### src/rtl/pls_pkg.sv
// Package for the positional list store: beat types, opcode and status
// codes, and the control bundle broadcast to the cell chain. No dependencies.
package pls_pkg;

  typedef logic [1:0] shape_t;

  typedef enum logic [1:0] {
    OP_INSERT = 2'd0,
    OP_DELETE = 2'd1,
    OP_READ   = 2'd2
  } op_t;

  typedef enum logic [1:0] {
    ST_DONE  = 2'd0,
    ST_RANGE = 2'd1,
    ST_FULL  = 2'd2
  } status_t;

  typedef struct packed {
    op_t        opcode;
    logic [4:0] position;
    shape_t     shape_in;
  } req_beat_t;

  typedef struct packed {
    status_t    status;
    shape_t     shape_out;
    logic [4:0] length;
  } rsp_beat_t;

  // Committed update, seen by every cell in the same cycle.
  typedef struct packed {
    logic       ins;
    logic       del;
    logic [4:0] pos;
    shape_t     shape;
  } cell_ctl_t;

endpackage

### src/rtl/positional_list_store.sv
// Top level of the positional list store: a chain of slot cells, the
// request decoder and the response register. Depends on pls_pkg, pls_cell, pls_ctrl.
//
//  channel | valid     | ready     | payload          | direction
//  --------+-----------+-----------+------------------+----------
//  request | req_valid | req_ready | req (req_beat_t) | in
//  result  | rsp_valid | rsp_ready | rsp (rsp_beat_t) | out
//
// One request beat per cycle; each result appears in the cycle after its request
// is taken, since every cell updates in the same cycle (one shift step of the
// chain per beat). Reset (rst, synchronous) clears the entry count and the
// response valid; slot contents are left as they are. A stalled result holds
// the response register and drops req_ready until it is taken.
module positional_list_store #(
  parameter int CAPACITY = 16
) (
  input  logic               clk,
  input  logic               rst,
  input  logic               req_valid,
  output logic               req_ready,
  input  pls_pkg::req_beat_t req,
  output logic               rsp_valid,
  input  logic               rsp_ready,
  output pls_pkg::rsp_beat_t rsp
);
  import pls_pkg::*;

  // Only the first 31 slots are reachable by a 5-bit one-based position.
  localparam int RD_TAPS = (CAPACITY < 31) ? CAPACITY : 31;

  logic      fire;
  cell_ctl_t ctl;
  status_t   status;
  logic      rd_ok;
  logic [4:0] length;
  shape_t    rd_shape;
  logic [4:0] rd_idx;
  rsp_beat_t rsp_next;
  shape_t    slot [CAPACITY];

  // Take a beat whenever the response register is free or being emptied.
  assign req_ready = !rsp_valid || rsp_ready;
  assign fire      = req_valid && req_ready;

  pls_ctrl #(
    .CAPACITY (CAPACITY)
  ) u_ctrl (
    .clk    (clk),
    .rst    (rst),
    .fire   (fire),
    .req    (req),
    .ctl    (ctl),
    .status (status),
    .rd_ok  (rd_ok),
    .length (length)
  );

  // Chain of slots: each cell hands its entry to a neighbor on a shift.
  for (genvar k = 0; k < CAPACITY; k++) begin : g_cell
    shape_t left;
    shape_t right;
    if (k == 0) begin : g_head
      assign left = '0;
    end else begin : g_mid_l
      assign left = slot[k-1];
    end
    if (k == CAPACITY - 1) begin : g_tail
      assign right = '0;
    end else begin : g_mid_r
      assign right = slot[k+1];
    end
    pls_cell #(
      .INDEX (k)
    ) u_cell (
      .clk   (clk),
      .ctl   (ctl),
      .left  (left),
      .right (right),
      .value (slot[k])
    );
  end

  // Select the addressed slot among the reachable ones.
  assign rd_idx = req.position - 5'd1;

  always_comb begin
    rd_shape = '0;
    for (int k = 0; k < RD_TAPS; k++) begin
      if (rd_idx == 5'(k)) begin
        rd_shape = slot[k];
      end
    end
  end

  always_comb begin
    rsp_next.status    = status;
    rsp_next.shape_out = rd_ok ? rd_shape : '0;
    rsp_next.length    = length;
  end

  // Response register: load on each accepted request, hold while stalled.
  always_ff @(posedge clk) begin
    if (rst) begin
      rsp_valid <= 1'b0;
    end else if (fire) begin
      rsp_valid <= 1'b1;
    end else if (rsp_ready) begin
      rsp_valid <= 1'b0;
    end
  end

  always_ff @(posedge clk) begin
    if (fire) begin
      rsp <= rsp_next;
    end
  end

endmodule

### src/rtl/pls_cell.sv
// One list slot of the positional list store chain.
// Depends on pls_pkg for the control bundle and shape type.
module pls_cell #(
  parameter int INDEX = 0
) (
  input  logic              clk,
  input  pls_pkg::cell_ctl_t ctl,
  input  pls_pkg::shape_t    left,
  input  pls_pkg::shape_t    right,
  output pls_pkg::shape_t    value
);
  import pls_pkg::*;

  localparam logic [31:0] IDX = 32'(INDEX);

  logic [31:0] pos_w;
  shape_t      value_next;

  assign pos_w = 32'(ctl.pos);

  always_comb begin
    value_next = value;
    if (ctl.ins) begin
      if (IDX + 32'd1 == pos_w) begin
        value_next = ctl.shape;
      end else if (IDX >= pos_w) begin
        value_next = left;
      end
    end else if (ctl.del) begin
      if (IDX + 32'd1 >= pos_w) begin
        value_next = right;
      end
    end
  end

  always_ff @(posedge clk) begin
    value <= value_next;
  end

endmodule

### src/rtl/pls_ctrl.sv
// Request decode, range checks and entry count for the positional list store.
// Depends on pls_pkg for beat types, codes and the cell control bundle.
module pls_ctrl #(
  parameter int CAPACITY = 16
) (
  input  logic               clk,
  input  logic               rst,
  input  logic               fire,
  input  pls_pkg::req_beat_t req,
  output pls_pkg::cell_ctl_t ctl,
  output pls_pkg::status_t   status,
  output logic               rd_ok,
  output logic [4:0]         length
);
  import pls_pkg::*;

  localparam int CNTW = $clog2(CAPACITY + 1);
  localparam int CMPW = ((CNTW > 5) ? CNTW : 5) + 1;

  logic [CNTW-1:0] count;
  logic [CNTW-1:0] count_next;
  logic [CMPW-1:0] pos_x;
  logic [CMPW-1:0] cnt_x;
  logic [CMPW-1:0] len_x;
  logic            pos_zero;
  logic            full;

  assign pos_x    = CMPW'(req.position);
  assign cnt_x    = CMPW'(count);
  assign pos_zero = (req.position == 5'd0);
  assign full     = (count == CNTW'(CAPACITY));

  always_comb begin
    status     = ST_DONE;
    rd_ok      = 1'b0;
    ctl.ins    = 1'b0;
    ctl.del    = 1'b0;
    ctl.pos    = req.position;
    ctl.shape  = req.shape_in;
    count_next = count;
    unique case (req.opcode)
      OP_INSERT: begin
        if (pos_zero || pos_x > cnt_x + CMPW'(1)) begin
          status = ST_RANGE;
        end else if (full) begin
          status = ST_FULL;
        end else begin
          ctl.ins    = fire;
          count_next = count + CNTW'(1);
        end
      end
      OP_DELETE: begin
        if (pos_zero || pos_x > cnt_x) begin
          status = ST_RANGE;
        end else begin
          ctl.del    = fire;
          count_next = count - CNTW'(1);
        end
      end
      OP_READ: begin
        if (pos_zero || pos_x > cnt_x) begin
          status = ST_RANGE;
        end else begin
          rd_ok = 1'b1;
        end
      end
      default: begin
        // unused opcode: ignore the request
      end
    endcase
  end

  assign len_x  = CMPW'(count_next);
  assign length = len_x[4:0];

  always_ff @(posedge clk) begin
    if (rst) begin
      count <= '0;
    end else if (fire) begin
      count <= count_next;
    end
  end

endmodule
### config.mk
export PLATFORM = sky130hd
export DESIGN_NAME = positional_list_store
export DESIGN_NICKNAME = d
export VERILOG_FILES = /design/src/rtl/pls_pkg.sv /design/src/rtl/positional_list_store.sv /design/src/rtl/pls_cell.sv /design/src/rtl/pls_ctrl.sv
export SDC_FILE = /design/constraint.sdc
export NUM_CORES = 1
export LEC_CHECK = 0
export BUFFER_PORTS_ARGS = -buffer_cell sky130_fd_sc_hd__buf_2
export CORE_MARGIN = 2
export CORE_UTILIZATION = 35
export CTS_CLUSTER_SIZE = 28
export DETAILED_ROUTE_END_ITERATION = 8
export PLACE_DENSITY_LB_ADDON = 0.3
export SLEW_MARGIN = 30
export SYNTH_ARGS = -nofsm -noshare
export SYNTH_HDL_FRONTEND = slang
export SYNTH_SLANG_ARGS = --single-unit
### constraint.sdc
create_clock -name clk -period 8.35 [get_ports clk]
set_clock_uncertainty 0.15 [all_clocks]
set_input_delay 1.2525 -clock clk [delete_from_list [all_inputs] [get_ports clk]]
set_output_delay 1.2525 -clock clk [all_outputs]
set_load 0.005 [all_outputs]
# Word level (Yosys, flattened, before mapping)
# Index checks and enable logic that the tools add are counted.
dict set report word_totals {
  reg_bits 47
  inputBits 13
  out_inout_bits 11
  wordCells 250
}
dict set report classes {
  n_addsub 4
  n_lt_le_gt_ge 19
  n_eq_ne 50
  n_mux 113
  n_reduce_logical 43
}
# op count
set ops {}
lappend ops {{$mux W2} 98}
lappend ops {{$ne A3 B1 Y1 const B} 16}
lappend ops {{$reduce_and A3 Y1} 16}
lappend ops {{$eq A4 B5 Y1 const A} 8}
lappend ops {{$eq A5 B4 Y1 const B} 8}
lappend ops {{$ge A4 B5 Y1 const A} 8}
lappend ops {{$reduce_bool A2 Y1} 18}
lappend ops {{$eq A3 B5 Y1 const A} 4}
lappend ops {{$eq A5 B3 Y1 const B} 4}
lappend ops {{$ge A3 B5 Y1 const A} 4}
lappend ops {{$mux W5} 3}
lappend ops {{$eq A2 B5 Y1 const A} 2}
lappend ops {{$eq A5 B2 Y1 const B} 2}
lappend ops {{$ge A1 B5 Y1 const A} 2}
lappend ops {{$ge A2 B5 Y1 const A} 2}
lappend ops {{$logic_not A5 Y1} 2}
lappend ops {{$mux W1} 10}
lappend ops {{$pmux W5 S2} 1}
lappend ops {{$sub A5 B1 Y5 const B} 2}
lappend ops {{$add A5 B1 Y6 const B} 1}
lappend ops {{$gt A5 B6 Y1} 1}
lappend ops {{$add A5 B1 Y5 const B} 1}
lappend ops {{$eq A1 B5 Y1 const A} 1}
lappend ops {{$eq A5 B1 Y1 const B} 1}
lappend ops {{12 further kinds} 14}

# Longest topological paths before layout
dict set report depth {
  ltp_word 18
  depth_mapped 13
  mapped_depth_nobuf 10
}

# Cells and area by module
# Synthesis repeated with hierarchy kept, for this count alone.
dict set report unflattened {
  cells_unflattened 488
  hier_area_um2 4195.3
}
# module instances cells_per_inst area_each_um2 seq_area_each_um2
set by_module_without_submodules {}
lappend by_module_without_submodules {pls_ctrl 1 136 1081.0 100.1}
lappend by_module_without_submodules {positional_list_store 1 103 882.1 290.3}
lappend by_module_without_submodules {{pls_cell at g_cell[12].u_cell ...} 2 15 135.1 60.1}
lappend by_module_without_submodules {{pls_cell at g_cell[14].u_cell ...} 2 15 130.1 60.1}
lappend by_module_without_submodules {{pls_cell at g_cell[7].u_cell} 1 16 148.9 60.1}
lappend by_module_without_submodules {{pls_cell at g_cell[9].u_cell} 1 17 148.9 60.1}
lappend by_module_without_submodules {{pls_cell at g_cell[11].u_cell} 1 15 147.6 60.1}
lappend by_module_without_submodules {{pls_cell at g_cell[1].u_cell} 1 16 145.1 60.1}
lappend by_module_without_submodules {{pls_cell at g_cell[15].u_cell} 1 17 143.9 60.1}
lappend by_module_without_submodules {{pls_cell at g_cell[5].u_cell} 1 15 143.9 60.1}
lappend by_module_without_submodules {{pls_cell at g_cell[8].u_cell} 1 16 142.6 60.1}
lappend by_module_without_submodules {{pls_cell at g_cell[10].u_cell} 1 16 141.4 60.1}
lappend by_module_without_submodules {{pls_cell at g_cell[13].u_cell} 1 15 136.4 60.1}
lappend by_module_without_submodules {{pls_cell at g_cell[3].u_cell} 1 17 135.1 60.1}
lappend by_module_without_submodules {{2 more rows} -- -- -- --}

# Worst setup path before layout
# OpenSTA, ideal clock, no wires.
dict set report synth_path {
  kind {input to register}
  from {input req[2] (netlist name)}
  to {register g_cell[10].u_cell.value[1], data pin}
  setup_time_ns 0.266
  t_arrival_ns 3.197
  required_time_ns 7.934
  slack_ns 4.736
  cell_stages 12
  n_path_buf 4
  path_cell_list {clkbuf_1 inv_2 clkbuf_1 ha_1 nand2_1 o22ai_1 a31oi_1 or3_1 buf_2 buf_4 nand2_1 o21ai_1}
}
dict set report synth_via {
  elab_chain_len 5
  elab_cells_between_ends 8
  cone_classes {order compare (1); eq/ne (1); mux (4); reduce/logical (2)}
}
# item line_no
set synth_lines {}
lappend synth_lines {{start: declaration} positional_list_store.sv:21} ;# input pls_pkg::req_beat_t req,
lappend synth_lines {{$gt A5 B6 Y1 / $logic_not A5 Y1 (equally long branches)} {pls_ctrl.sv:43, pls_ctrl.sv:30}}
lappend synth_lines {{$logic_or A1 B1 Y1} pls_ctrl.sv:43} ;# if (pos_zero || pos_x > cnt_x + CMPW'(1)) begin
lappend synth_lines {{$mux W1} pls_ctrl.sv:43}
lappend synth_lines {{$mux W1} pls_ctrl.sv:41} ;# unique case (req.opcode)
lappend synth_lines {{$mux W2 *} pls_cell.sv:23} ;# if (ctl.ins) begin
lappend synth_lines {{via g_cell[10].u_cell.value_next[1]} pls_cell.sv:17} ;# shape_t value_next;
lappend synth_lines {{end signal: assignment} pls_cell.sv:37} ;# value <= value_next;
lappend synth_lines {{end: declaration} pls_cell.sv:10} ;# output pls_pkg::shape_t value
# Mark *: on every way through the listed nets, which the timed path passes. The rest lies on a longest branch.
# A chain may end at the register's enable or synchronous reset.

# Worst setup path in the final report
dict set report layout_path {
  from {input req[5] (netlist name)}
  to {register g_cell[11].u_cell.value[1] (enable)}
}
dict set report layout_via {
  elab_chain_len 6
  elab_cells_between_ends 16
  cone_classes {order compare (4); eq/ne (2); mux (4); reduce/logical (6)}
}
# item line_no
set layout_lines {}
lappend layout_lines {{$gt A5 B6 Y1, or another cell as far along} pls_ctrl.sv:43}
lappend layout_lines {{$logic_or A1 B1 Y1 (on tied branches)} {pls_ctrl.sv:43, pls_ctrl.sv:53}}
lappend layout_lines {{$mux W1 (on tied branches)} {pls_ctrl.sv:43, pls_ctrl.sv:53}}
lappend layout_lines {{$mux W1} pls_ctrl.sv:41}
lappend layout_lines {{$ne A3 B1 Y1 (no line) / $reduce_bool A2 Y1 (equally long branches)} --}
lappend layout_lines {{$reduce_and A3 Y1 (no line) *} --}
lappend layout_lines {{end signal: assignment} pls_cell.sv:37}
lappend layout_lines {{end: declaration} pls_cell.sv:10}
# Mark *: on every way between the ends. The rest lies on a longest branch, timed or not.

==> impl_metrics.ini <==
[sta]
setup_violations = 0
achievable-frequency_mhz = 266
layout_setup_ws_ns = 4.59
rsz0062_at_grt = false
final_max_slew_viol_count = 0
tightest_slew_ns = 0.689
fin_crit_ns = 3.76
hold_viol = 0
worst_hold_slack_ns = 0.384
tns_ns = 0
slew_headroom_pct = 53.9
min_period_over_period_pct = 45.0

[synthesis]
synth.avg_cell_area_sq_um = 8.79
netlist_instances = 400
synth_edf_count = 41
ys.warnings.count = 0
synth_top_cell_area_share_pct = 35.0
yosysUniqueCellTypes = 58
synthesis.area_sq_um = 3520
synth_seq_cells = 47
synth.area.top_cells = edfxtp_1, mux2i_1, nand2_1, ha_1, o21ai_1
synth_ff_type = edfxtp_1
yosysSeqAreaShare_pct = 38.4
syn_nets = 429
postSynth.asyncResetShare_pct = 0
synth_top_cell_by_area = edfxtp_1

[clock_network]
htree_levels = 2
insertion_delay_ns = 0.31
cts_root_buf = clkbuf_8
path_clk_slew_ns = 0.09
numCtsBuffers = 5
cts.sinks = 47
cts_tree = yes
ctsResizeCount = 0
postCtsHoldBufs = 0
clockBufferDepth = 2
post_cts_buffers = 0

[pwr]
p_switching_w = 0.000154
clkPwrFrac_pct = 32.7
seqPwrFrac_pct = 48.8
p_sw_share_pct = 28.1
p_leak_nw = 1.52
power_density_nw_per_um2 = 144
max-vdd-ir-drop_mv = 0.0742
share_comb_of_total_power_pct = 18.5
internal_power_w = 0.000396

[min_path]
hold_class = flip-flop to flip-flop
hold-path-cell-count = 2
min_to = rsp_valid
min_from = rsp_valid

[drt]
num_vias = 3163
drc = 0
ant_nets = 0
routed_via_density = 5.84
drt_iter0_drc = 328
wl_per_cell_um = 17.5
routed_wl_um = 9470
drt-pass1-iter-count = 5

[critical_path]
r2r_start = u_ctrl.count[0]
cp.required_ns = 8.20
arrival_ns = 3.61
crit_path_max_fanout = 24
end_kind = flip-flop
reg2reg_to = g_cell[10].u_cell.value[0]
r2r_cells = 11
start_kind = primary input
worstSetupPathType = primary input to flip-flop
r2r_slack_ns = 4.83

[global_routing]
grt_pass1_vias = 2989
grt_pass1_wl_um = 15400
antenna_found_initial = 0
grt_usage_pct = 17.6
grt_max_degree = 58
grt_overflow_total = 0

[cells_and_area]
final_cell_mix = nand2_1, edfxtp_1, o21ai_1, mux2i_1, nor2_1
layout_commonest_cell = nand2_1
antennaDiodeCount = 0
fillers = 987
drive_gt1_share_pct = 12.2
syn_to_final_growth_pct = 8.68
final_nets = 437

[placement]
hpwl_um = 6910
place_congestion = 0.929
pre_cts_ws_ns = 4.33
port_buffers = 23

[outcome]
outcome = complete, no violations

[die]
dieWidth_um = 104
io_pins = 24
die_y_um = 104
core_sq_um = 9770
rows = 36
initial_core_util_pct = 36.0
die-area_sq_um = 10900

[run]
max-cap-violations = 0
-- cell families after synthesis --
group	share of synthesized area (%)
XOR/XNOR	0.498
multiplexers	9.47
flip-flops	38.4
adder cells (fa/ha/maj)	5.69
buffers and inverters	5.34
AO/OA/AOI/OAI	20.8
AND/OR/NAND/NOR	19.8
-- synth_stat cells, types with 4 or more instances --
master	instances
nor2b_1	7
a21oi_1	23
nand2_1	58
o22ai_1	4
clkbuf_1	14
ha_1	16
and2_1	4
inv_1	17
nand2b_1	7
a31oi_1	10
nor2_1	25
nor3_1	6
o21ai_0	10
mux2i_1	31
o211ai_1	4
and3_1	5
o21ai_1	33
inv_2	4
buf_2	6
edfxtp_1	41
nand3_1	12
dfxtp_1	6
-- worst max path at each step --
stage,from,end,slack (ns),depth (start not counted)
after global routing,req[2],g_cell[10].u_cell.value[0],4.38,10
after detailed placement,req[5],g_cell[11].u_cell.value[0],4.33,8
final,req[5],g_cell[11].u_cell.value[1],4.59,8
after global placement,req[5],g_cell[0].u_cell.value[1],4.38,8
after floorplan,req[2],g_cell[10].u_cell.value[1],4.74,12
after CTS,req[5],g_cell[11].u_cell.value[1],4.65,8
-- routing by layer --
layer / vias to the layer above / GRT usage (%) / part of all wire (%)
li1: 1492 / - / -
met1: 1527 / 25.3 / 47
met2: 124 / 26.8 / 45
met3: 20 / 2.82 / 6.1
met4: 0 / 6.18 / 1.9
met5: - / 0 / 0
-- power groups by stage --
| stage | logic, W | registers [W] | clock network (W) |
|---|---|---|---|
| 2_1_floorplan | 0.0000712 | 0.000272 | 0 |
| 3_3_place_gp | 0.0000992 | 0.000274 | 0 |
| 3_5_place_dp | 0.0000996 | 0.000274 | 0 |
| 4_1_cts | 0.000100 | 0.000269 | 0.000183 |
| 5_1_grt | 0.000113 | 0.000269 | 0.000192 |
| 6_report | 0.000102 | 0.000269 | 0.000180 |
-- stage by stage --
stage	total power [W]	area [sq um]	utilization, %	std cells
after floorplan	0.000343	3520	-	400
after global placement	0.000373	3700	37.9	534
after detailed placement	0.000374	3700	37.9	534
after CTS	0.000551	3820	39.1	542
after global routing	0.000574	3820	39.1	542
final	0.000550	3820	39.1	542
-- sequential cells by signal (all words and copies together), names as in the netlist --
register / cells
g_cell.u_cell.value: 32
rsp: 9
u_ctrl.count: 5
rsp_valid: 1
-- cell type report --
class | instances | area [sq um] | share of cell area, %
multi-input combinational | 308 | 1980 | 51.7
sequential | 47 | 1350 | 35.4
tap | 133 | 166 | 4.35
timing repair buffer | 25 | 130 | 3.41
clock buffer | 6 | 82.6 | 2.16
inverter | 21 | 78.8 | 2.06
clock inverter | 2 | 35.0 | 0.917
-- critical path, stage by stage --
cell and delay (ns):
buf_2 0.38, ha_1 0.32, a21o_1 0.18, a21oi_1 0.15, a32o_1 0.37, and3_1 0.39
o211ai_2 0.24, a31oi_1 0.31
Power figures use the tool's default switching activity.
